File: src/rtl/box_filter_3x3_edge_normalized_unit_macros.svh
// ---------------------------------------------------------------------------
// Box filter 3x3 assertion macros
// Concurrent assertion wrappers; they compile to nothing for synthesis.
// ---------------------------------------------------------------------------
`ifndef BOX_FILTER_3X3_EDGE_NORMALIZED_UNIT_MACROS_SVH
`define BOX_FILTER_3X3_EDGE_NORMALIZED_UNIT_MACROS_SVH

`ifndef SYNTHESIS
// same-cycle implication
`define BF3_ASSERT_SAME(label, ante, cons, msg) \
  label: assert property (@(posedge clk) disable iff (!rst_n) (ante) |-> (cons)) \
    else $error(msg);
// next-cycle implication
`define BF3_ASSERT_NEXT(label, ante, cons, msg) \
  label: assert property (@(posedge clk) disable iff (!rst_n) (ante) |=> (cons)) \
    else $error(msg);
`else
`define BF3_ASSERT_SAME(label, ante, cons, msg)
`define BF3_ASSERT_NEXT(label, ante, cons, msg)
`endif

`endif

File: src/rtl/bf3_pkg.sv
// ---------------------------------------------------------------------------
// Box filter 3x3 package
// Shared widths, codes, control struct and the normalize reciprocal table.
// ---------------------------------------------------------------------------
package bf3_pkg;

  localparam int MAX_WIDTH_DEF  = 1024;
  localparam int PIXEL_BITS_DEF = 16;

  localparam int DATA_BITS      = 16;  // pixel_value / filtered_value port width
  localparam int FW_BITS        = 11;  // frame_width register
  localparam int FH_BITS        = 13;  // frame_height register
  localparam int ROW_BITS       = 14;  // column-step row, runs up to height + 2
  localparam int CFG_INDEX_BITS = 1;
  localparam int CFG_DATA_BITS  = 13;

  localparam int CNT_BITS       = 4;   // neighbor count, 1..9
  localparam int RECIP_SHIFT    = 24;
  localparam int RECIP_BITS     = 25;

  localparam logic [CFG_INDEX_BITS-1:0] REG_FRAME_WIDTH  = 1'b0;
  localparam logic [CFG_INDEX_BITS-1:0] REG_FRAME_HEIGHT = 1'b1;

  typedef enum logic {
    FUNC_PIXEL = 1'b0,
    FUNC_DRAIN = 1'b1
  } func_t;

  typedef struct packed {
    logic load;  // capture window sum and count
    logic mul;   // multiply by reciprocal
  } norm_ctrl_t;

  // ceil(2^24 / n); exact truncated quotient for sums below 2^20
  function automatic logic [RECIP_BITS-1:0] recip(input logic [CNT_BITS-1:0] cnt);
    logic [RECIP_BITS-1:0] m;
    unique case (cnt)
      4'd1:    m = 25'd16777216;
      4'd2:    m = 25'd8388608;
      4'd3:    m = 25'd5592406;
      4'd4:    m = 25'd4194304;
      4'd6:    m = 25'd2796203;
      4'd9:    m = 25'd1864136;
      default: m = '0;
    endcase
    return m;
  endfunction

endpackage

File: src/rtl/bf3_norm.sv
// ---------------------------------------------------------------------------
// Box filter 3x3 normalizer
// Divides the window sum by the in-frame neighbor count via reciprocal multiply.
// ---------------------------------------------------------------------------
module bf3_norm #(
  parameter int PIXEL_BITS = bf3_pkg::PIXEL_BITS_DEF
) (
  input  logic                    clk,
  input  bf3_pkg::norm_ctrl_t     ctrl,
  input  logic [PIXEL_BITS+3:0]   sum,
  input  logic [1:0]              nrow,
  input  logic [1:0]              ncol,
  output logic [PIXEL_BITS-1:0]   mean
);

  localparam int SUM_BITS  = PIXEL_BITS + 4;
  localparam int PROD_BITS = SUM_BITS + bf3_pkg::RECIP_BITS;

  logic [bf3_pkg::CNT_BITS-1:0]   cnt;
  logic [SUM_BITS-1:0]            sum_r;
  logic [bf3_pkg::RECIP_BITS-1:0] recip_r;
  logic [PROD_BITS-1:0]           prod_r;

  assign cnt = {2'b00, nrow} * {2'b00, ncol};

  always_ff @(posedge clk) begin
    if (ctrl.load) begin
      sum_r   <= sum;
      recip_r <= bf3_pkg::recip(cnt);
    end
    if (ctrl.mul) begin
      prod_r <= PROD_BITS'(sum_r) * PROD_BITS'(recip_r);
    end
  end

  assign mean = prod_r[bf3_pkg::RECIP_SHIFT +: PIXEL_BITS];

endmodule

File: config.mk
export PLATFORM = sky130hd
export DESIGN_NAME = bf3_norm
export DESIGN_NICKNAME = d
export VERILOG_FILES = /design/src/rtl/box_filter_3x3_edge_normalized_unit_macros.svh /design/src/rtl/bf3_pkg.sv /design/src/rtl/bf3_norm.sv
export SDC_FILE = /design/constraint.sdc
export NUM_CORES = 1
export LEC_CHECK = 0
export ABC_AREA = 1
export ABC_CLOCK_PERIOD_IN_PS = 15100
export BUFFER_PORTS_ARGS = -buffer_cell sky130_fd_sc_hd__buf_2
export CAP_MARGIN = 20
export CORE_MARGIN = 1.5
export CORE_UTILIZATION = 40
export DETAILED_ROUTE_END_ITERATION = 10
export GPL_TIMING_DRIVEN = 0
export SLEW_MARGIN = 20
export SYNTH_ARGS = -nofsm -noshare
export SYNTH_HDL_FRONTEND = slang
export SYNTH_SLANG_ARGS = --single-unit
File: constraint.sdc
create_clock -name clk -period 15.1 [get_ports clk]
set_input_delay 1.51 -clock clk [delete_from_list [all_inputs] [get_ports clk]]
set_output_delay 1.51 -clock clk [all_outputs]
set_load 0.05 [all_outputs]
==> metrics.cfg, run 1 <==
[logic_synthesis]
synth-simple-area-share_pct = 13.9
seq_area_frac_synth_pct = 9.56
mappedNetlistArea_mm2 = 0.0138
synth.area.mux_share_pct = 0
syn_nets = 2095
synth_seq_cells = 44
synth_adder_area_share_pct = 55.6
syn_inst = 1631
synth_top_area_share_pct = 42.9
yosysWarningCount = 0
synth_area_per_cell_um2 = 8.47
synth-xor-area-share_pct = 1.52
ys_types = 37
ys_top_cells_by_area = fa_1 43%, inv_1 15%, ha_1 13%
synth-compound-area-share_pct = 3.82
synth_top_family_by_area = adder cells
yosysTopAreaCell = fa_1

[worst_setup_path]
crit_family = adder cells
max_stage_delay_ns = 0.71
cp_slowest_cell = fa_1
crit_fanout = 10
critPathKind = reg -> reg
worstPathRequired_ns = 15.17
critPathLaunchType = flip-flop
r2r_slack_ns = 7.22
path_cells = clkbuf_1, buf_1, nand2_1, fa_1, fa_1, inv_1, fa_1, fa_1, fa_1, fa_1, inv_1, fa_1, inv_1, ha_1, nand2_1, nand2_1, a31oi_1, a21boi_0, nand2_1, nand2_1, nand3_1, nand2_1, nand2_1
r2r_cells = 23
endpoint_kind = flip-flop
r2r_start = recip_r[21]
worst-path-stages = 23
arrival_ns = 7.95
r2r_end = prod_r[37]
critPathBufInv = 5

[cells_and_area]
layout_commonest_cell = inv_1
drive_above_1_share_pct = 4.52
antenna_cells = 0
final_nets = 2144
mostFrequentLayoutCells = 534 x inv_1, 321 x nand2_1, 296 x fa_1, 141 x ha_1, 67 x nor2_1
syn2layout_area_growth_pct = 6.79
fillCellCount = 3351

[cts]
clk_path_buf_depth = 2
cts_max_level = 2
clk_latency_ns = 0.32
cts_setup_buffers = 0
root_buffer = clkbuf_16
cts_tree = done
clkTransAtPathRegs_ns = 0.06
cts.sinks = 44
post_cts_resized = 0
cts_hold_buf = 0
cts_buffers = 5

[hold_path]
worstHoldPathCells = 8
hp-class = reg -> reg
worstHoldStart = recip_r[1]
min_to = prod_r[36]

[die]
fp.dieW_um = 189
die_area_mm2 = 0.0357
num_io_pins = 43
start_util_pct = 40.9
dieHeight_um = 189
coreArea_mm2 = 0.0338
num_rows = 67

[sta]
fmax_mhz = 127
fin_crit_ns = 7.88
final.setup.tns_ns = 0
relSlewSlack_pct = 41.3
rsz0062_at_grt = no
worst_pin_slew_ns = 0.880
holdWs_ns = 1.24
final.setup_skew_ns = 0.0111
report.final.setup_viol = 0
hold_viol = 0
maxSlewViolCount = 0
period_share_pct = 52.2

[global_routing]
grt_pass1_vias = 10800
grt_max_degree = 29
antenna_found_initial = 0
grt_pass1_wl_um = 60800
track_usage_pct = 22.9
grt-ovfl-total = 0

[route]
drtIter0Drc = 641
wl_per_cell_um = 18.0
via_count = 10300
antenna_left = 0
drcViolationCount = 0
viasPerCell = 4.84
drtPass1Iterations = 5
wirelength_um = 38300

[run]
cap_viol_max_count = 0

[placement]
io_buffers = 42
gp_congestion = 0.957
dp.final_hpwl_um = 34700

[outcome]
status = completed

synthesized netlist by cell type (all sizes together):
| library cell | instances |
|---|---|
| or2 | 1 |
| nand3 | 34 |
| nand2b | 1 |
| clkbuf | 25 |
| nand2 | 331 |
| and2 | 1 |
| a31oi | 3 |
| a21oi | 44 |
| nor4 | 3 |
| o21a | 2 |
| edfxtp | 44 |
| o21ai | 18 |
| o31ai | 1 |
| o21bai | 15 |
| fa | 296 |
| nor3 | 12 |
| xor2 | 21 |
| nor2 | 71 |
| nand3b | 2 |
| ha | 141 |
| buf | 7 |
| inv | 536 |
| xnor2 | 3 |
| a21boi | 2 |
| a21o | 6 |
| nand4 | 11 |
sequential cells by signal, indices dropped and copies added, names as in the netlist:
signal   count
sum_r       20
prod_r      16
recip_r      8
cells by family after synthesis:
kind of cell             Yosys count
AO/OA/AOI/OAI                     91
buffers and inverters            568
flip-flops                        44
AND/OR/NAND/NOR                  467
adder cells (fa/ha/maj)          437
XOR/XNOR                          24
worst max path at each step:
stage | start | endpoint | slack, ns
6_report | recip_r[21] | prod_r[37] | 7.22
4_1_cts | recip_r[21] | prod_r[37] | 7.38
2_1_floorplan | recip_r[21] | prod_r[29] | 8.92
5_1_grt | recip_r[21] | prod_r[29] | 6.94
3_3_place_gp | recip_r[21] | prod_r[29] | 7.37
3_5_place_dp | recip_r[21] | prod_r[37] | 7.42
per-stage QoR:
stage	utilization (%)	worst slack, ns	cell area (um2)	instances
detailed placement	43.2	7.42	14600	2121
global placement	43.2	7.37	14600	2121
floorplan	-	8.92	13800	1631
finish	43.7	7.22	14800	2129
CTS	43.7	7.38	14800	2129
global route	43.7	6.94	14800	2129
tightest hold or removal path, stage by stage, from the launching register on:
cell and delay (ns):
edfxtp_1 0.37, buf_6 0.18, nand2_4 0.08, nor2_2 0.04
nand2_2 0.07, nand2_4 0.08, nand4_1 0.13, nand4_1 0.10
nand2_1 0.09
routing by layer:
layer,vias to the layer above,wire (um),track usage (%),part of all wire [%]
li1,4816,-,-,-
met1,5051,16900,31.8,44
met2,374,17400,35.9,45
met3,67,2570,4.49,6.7
met4,0,1350,8.09,3.5
met5,-,0,0,0
area by class of cell:
| cell class | instances | area (um2) | share of cell area (%) |
|---|---|---|---|
| Sequential cell | 44 | 1320 | 8.95 |
| Timing Repair Buffer | 42 | 210 | 1.42 |
| Clock buffer | 5 | 125 | 0.848 |
| Multi-Input combinational cell | 1019 | 10300 | 70.1 |
| Tap cell | 448 | 561 | 3.80 |
| Inverter | 536 | 2010 | 13.6 |
| Clock inverter | 3 | 42.5 | 0.288 |
| Buffer | 32 | 138 | 0.933 |
Power of run 1 is left out: the tool's default activity adds up to more than one toggle a clock period on the data nets, which glitch-free logic cannot reach.
==> run 2, diff against run 1 <==
- ABC_CLOCK_PERIOD_IN_PS: 15100 -> 7700
- clock period: 15.1 -> 7.7 ns (I/O delays scaled with it)
==> run 2 against run 1 <==
Non-clock buffer count unchanged. Critical endpoint unchanged. Routed wire length is 0.12% lower. Setup slack got worse by 6.8 ns.
==> metrics.cfg, run 2 (same netlist as run 1, synthesis figures left out) <==
[worst_setup_path]
r2r_slack_ns = 0.47
r2r_start = recip_r[21]
critPathBufInv = 5
worst-path-stages = 23
r2r_end = prod_r[37]
endpoint_kind = flip-flop
arrival_ns = 7.30
critPathLaunchType = flip-flop
crit_family = adder cells
path_cells = clkbuf_2, buf_2, nand2_1, fa_1, fa_1, inv_1, fa_1, fa_1, fa_1, fa_1, inv_1, fa_1, inv_1, ha_1, nand2_1, nand2_1, a31oi_1, a21boi_0, nand2_1, nand2_1, nand3_1, nand2_1, nand2_1
critPathKind = reg -> reg
crit_fanout = 10
max_stage_delay_ns = 0.70
worstPathRequired_ns = 7.77
cp_slowest_cell = fa_1
r2r_cells = 23

[cts]
cts_max_level = 2
clkTransAtPathRegs_ns = 0.07
cts_buffers = 5
cts_hold_buf = 0
clk_latency_ns = 0.32
cts.sinks = 44
root_buffer = clkbuf_16
clk_path_buf_depth = 2
cts_tree = done

[die]
num_rows = 67
num_io_pins = 43
coreArea_mm2 = 0.0338
fp.dieW_um = 189
die_area_mm2 = 0.0357
dieHeight_um = 189
start_util_pct = 40.9

[placement]
dp.final_hpwl_um = 34700
io_buffers = 42
gp_congestion = 0.957

[cells_and_area]
fillCellCount = 3351
final_nets = 2144
multiInputGateArea_mm2 = 0.0103
layout_commonest_cell = inv_1
mostFrequentLayoutCells = 534 x inv_1, 321 x nand2_1, 296 x fa_1, 141 x ha_1, 67 x nor2_1
syn2layout_area_growth_pct = 6.83
drive_above_1_share_pct = 4.76
regArea_mm2 = 0.00132
reg.largest.list = sum_r: 20 flops, prod_r: 16 flops, recip_r: 8 flops
top_register = sum_r
antenna_cells = 0
largest_reg_flops = 20

[sta]
holdWs_ns = 0.622
fmax_mhz = 138
report.final.setup_viol = 0
hold_viol = 0
period_share_pct = 93.9
final.setup_skew_ns = 0.0113
fin_crit_ns = 7.23
maxSlewViolCount = 0
relSlewSlack_pct = 41.7
worst_pin_slew_ns = 0.875
rsz0062_at_grt = no

[hold_path]
worstHoldStart = sum[6]
worstHoldPathCells = 1
min_to = sum_r[6]
hp-class = in -> reg

[route]
wl_per_cell_um = 17.9
via_count = 10300
drcViolationCount = 0
drtIter0Drc = 694
wirelength_um = 38200
viasPerCell = 4.83
drtPass1Iterations = 5
antenna_left = 0

[global_routing]
grt-ovfl-total = 0
grt_max_degree = 29
grt_pass1_wl_um = 60800
track_usage_pct = 22.9
antenna_found_initial = 0
grt_pass1_vias = 10800

[run]
cap_viol_max_count = 0

[outcome]
status = completed

## run 2: cell counts in the layout (fill, tap and decap cells not counted)
Identical to the previous run, type by type.
## run 2: layout make-up
cell class                      count  share of cell area (%)
Tap cell                          448                    3.80
Timing Repair Buffer               42                    1.42
Clock buffer                        5                   0.847
Buffer                             32                   0.966
Multi-Input combinational cell   1019                    70.1
Clock inverter                      3                   0.288
Inverter                          536                    13.6
Sequential cell                    44                    8.95
## run 2: metal layers
metal | track usage (%) | wire [um] | part of all wire [%] | vias to the layer above
met3 | 4.49 | 2550 | 6.7 | 62
met4 | 8.09 | 1350 | 3.5 | 0
li1 | - | - | - | 4821
met1 | 31.8 | 16900 | 44 | 5034
met2 | 35.9 | 17400 | 46 | 369
met5 | 0 | 0 | 0 | -
## run 2: how the worst max path moves through the flow
stage                 end   startpoint  slack [ns]
2_1_floorplan  prod_r[29]  recip_r[21]        1.52
3_3_place_gp   prod_r[29]  recip_r[21]       -0.03
3_5_place_dp   prod_r[37]  recip_r[21]        0.02
4_1_cts        prod_r[37]  recip_r[16]        0.08
5_1_grt        prod_r[29]  recip_r[21]        0.10
6_report       prod_r[37]  recip_r[21]        0.47
## run 2: metrics by stage
stage	setup WS [ns]	utilization, %	TNS [ns]	std cells	cell area, um2
floorplan	1.52	-	0	1631	13800
global placement	-0.0273	43.2	-0.0497	2121	14600
detailed placement	0.0200	43.2	0	2121	14600
CTS	0.0768	43.7	0	2129	14800
global route	0.102	43.7	0	2129	14800
finish	0.470	43.7	0	2129	14800
## run 2: worst reg2reg max path, delay by kind of cell (launching register included)
kind            cells  cell delay (ns)
flops               1             0.47
fa+ha+maj           8             4.16
simple gates        8             0.80
buf+inv             5             0.91
compound gates      2             0.62
## run 2: what timing repair did
item | in CTS | in global routing
resized for setup | 1 | 6
setup buffers | 0 | 0
endpoints found under the setup margin | 2 | 16
Power of run 2 is left out for the same reason.
==> run 3, diff against run 2 <==
- CTS_BUF_LIST: unset -> sky130_fd_sc_hd__clkbuf_8
- SLEW_MARGIN: 20 -> unset
==> run 3 against run 2 <==
Core utilization shrank 0.17 points. Die area is the same. Register-to-register slack is essentially flat. Setup slack gained 0.010 ns. Global-route usage is essentially flat. Worst hold slack lost 0.034 ns. Sequential share of layout area is essentially flat. Largest cell class unchanged. Highest routed layer unchanged.
==> metrics.cfg, run 3 (same netlist as run 1, synthesis figures left out) <==
[die]
dieHeight_um = 189
num_io_pins = 43
fp.dieW_um = 189
die_area_mm2 = 0.0357
coreArea_mm2 = 0.0338
start_util_pct = 40.9
num_rows = 67

[cts]
cts_setup_buffers = 0
clk_path_buf_depth = 2
cts_buffers = 5
root_buffer = clkbuf_8
clk_latency_ns = 0.35
cts.sinks = 44
cts_tree = done
cts_max_level = 2
clkTransAtPathRegs_ns = 0.11

[placement]
gp_congestion = 0.957
dp.final_hpwl_um = 34700
post-place-cells = 2121
io_buffers = 42

[sta]
relSlewSlack_pct = 39.3
final.setup_skew_ns = 0.0175
hold_viol = 0
report.final.setup_viol = 0
worst_pin_slew_ns = 0.910
rsz0062_at_grt = no
fmax_mhz = 139
fin_crit_ns = 7.22
period_share_pct = 93.8
maxSlewViolCount = 0
holdWs_ns = 0.587

[global_routing]
antenna_found_initial = 0
grt-ovfl-total = 0
grt_pass1_wl_um = 60700
grt_max_degree = 29
track_usage_pct = 22.9
grt_pass1_vias = 10800

[cells_and_area]
top_register = sum_r
fillCellCount = 3360
mostFrequentLayoutCells = 534 x inv_1, 321 x nand2_1, 296 x fa_1, 141 x ha_1, 67 x nor2_1
fin_util_pct = 43.5
syn2layout_area_growth_pct = 6.42
layout_commonest_cell = inv_1
final_nets = 2144
antenna_cells = 0
drive_above_1_share_pct = 4.76
reg.largest.list = sum_r: 20 flops, prod_r: 16 flops, recip_r: 8 flops
largest_reg_flops = 20
fin_cells = 2129

[worst_setup_path]
critPathBufInv = 5
max_stage_delay_ns = 0.70
crit_fanout = 10
worstPathRequired_ns = 7.80
crit_family = adder cells
endpoint_kind = flip-flop
critPathLaunchType = flip-flop
critPathKind = reg -> reg
cp_slowest_cell = fa_1
arrival_ns = 7.32
path_cells = clkbuf_2, buf_2, nand2_1, fa_1, fa_1, inv_1, fa_1, fa_1, fa_1, fa_1, inv_1, fa_1, inv_1, ha_1, nand2_1, nand2_1, a31oi_1, a21boi_0, nand2_1, nand2_1, nand3_1, nand2_1, nand2_1

[hold_path]
hp-class = in -> reg

[route]
wl_per_cell_um = 18.0
viasPerCell = 4.84
drtPass1Iterations = 6
via_count = 10300
drtIter0Drc = 690
wirelength_um = 38300
antenna_left = 0
drcViolationCount = 0

[run]
cap_viol_max_count = 0

[outcome]
status = completed

## run 3: cell types whose count changed in the layout (fill, tap and decap cells not counted)
cell	before	now
clkbuf_16	5	0
clkbuf_8	0	5
## run 3: per-stage QoR
stage / setup TNS [ns] / instance area, um2 / worst slack, ns
finish: 0 / 14700 / 0.480
global route: 0 / 14700 / 0.107
CTS: 0 / 14700 / 0.0727
detailed placement: 0 / 14600 / 0.0200
global placement: -0.0497 / 14600 / -0.0273
floorplan: 0 / 13800 / 1.52
## run 3: area by class of cell
type                       instances  area [um2]  share of cell area, %
tap                              448         561                   3.81
clock inverter                     3        42.5                  0.289
buffer                            32         143                  0.970
multi-input combinational       1019       10300                   70.4
sequential                        44        1320                   8.98
clock buffer                       5        68.8                  0.468
timing repair buffer              42         210                   1.43
inverter                         536        2010                   13.7
## run 3: worst paths after layout
kind,slack (ns),cells after the start,to,startpoint
worst min register to register,1.24,8,prod_r[36],recip_r[1]
worst max register to register,0.48,23,prod_r[37],recip_r[21]
worst max-delay path,0.48,23,prod_r[37],recip_r[21]
worst min-delay path,0.59,1,sum_r[6],sum[6]
## run 3: timing repair
item | 4_1_cts | 5_1_grt
endpoints found under the hold margin | 0 | 0
hold buffers | 0 | 0
gates resized for setup | 1 | 6
setup endpoints to repair | 2 | 16
## run 3: worst register-to-register path: stages, from the launching register on
cell,delay [ns]
edfxtp_1,0.47
clkbuf_2,0.34
buf_2,0.36
nand2_1,0.27
fa_1,0.58
fa_1,0.70
inv_1,0.09
fa_1,0.47
fa_1,0.64
fa_1,0.45
fa_1,0.51
inv_1,0.07
fa_1,0.51
inv_1,0.04
ha_1,0.30
nand2_1,0.07
nand2_1,0.06
a31oi_1,0.31
a21boi_0,0.31
nand2_1,0.08
nand2_1,0.12
nand3_1,0.10
nand2_1,0.06
nand2_1,0.05
## run 3: layer usage
layer  routed length [um]  up-vias  global-route usage [%]
met1                16500     5023                    31.8
met2                17500      400                    36.1
met3                 2950       73                    4.47
met4                 1340        0                    7.54
li1                     -     4810                       -
met5                    0        -                       0
Power of run 3 is left out for the same reason.
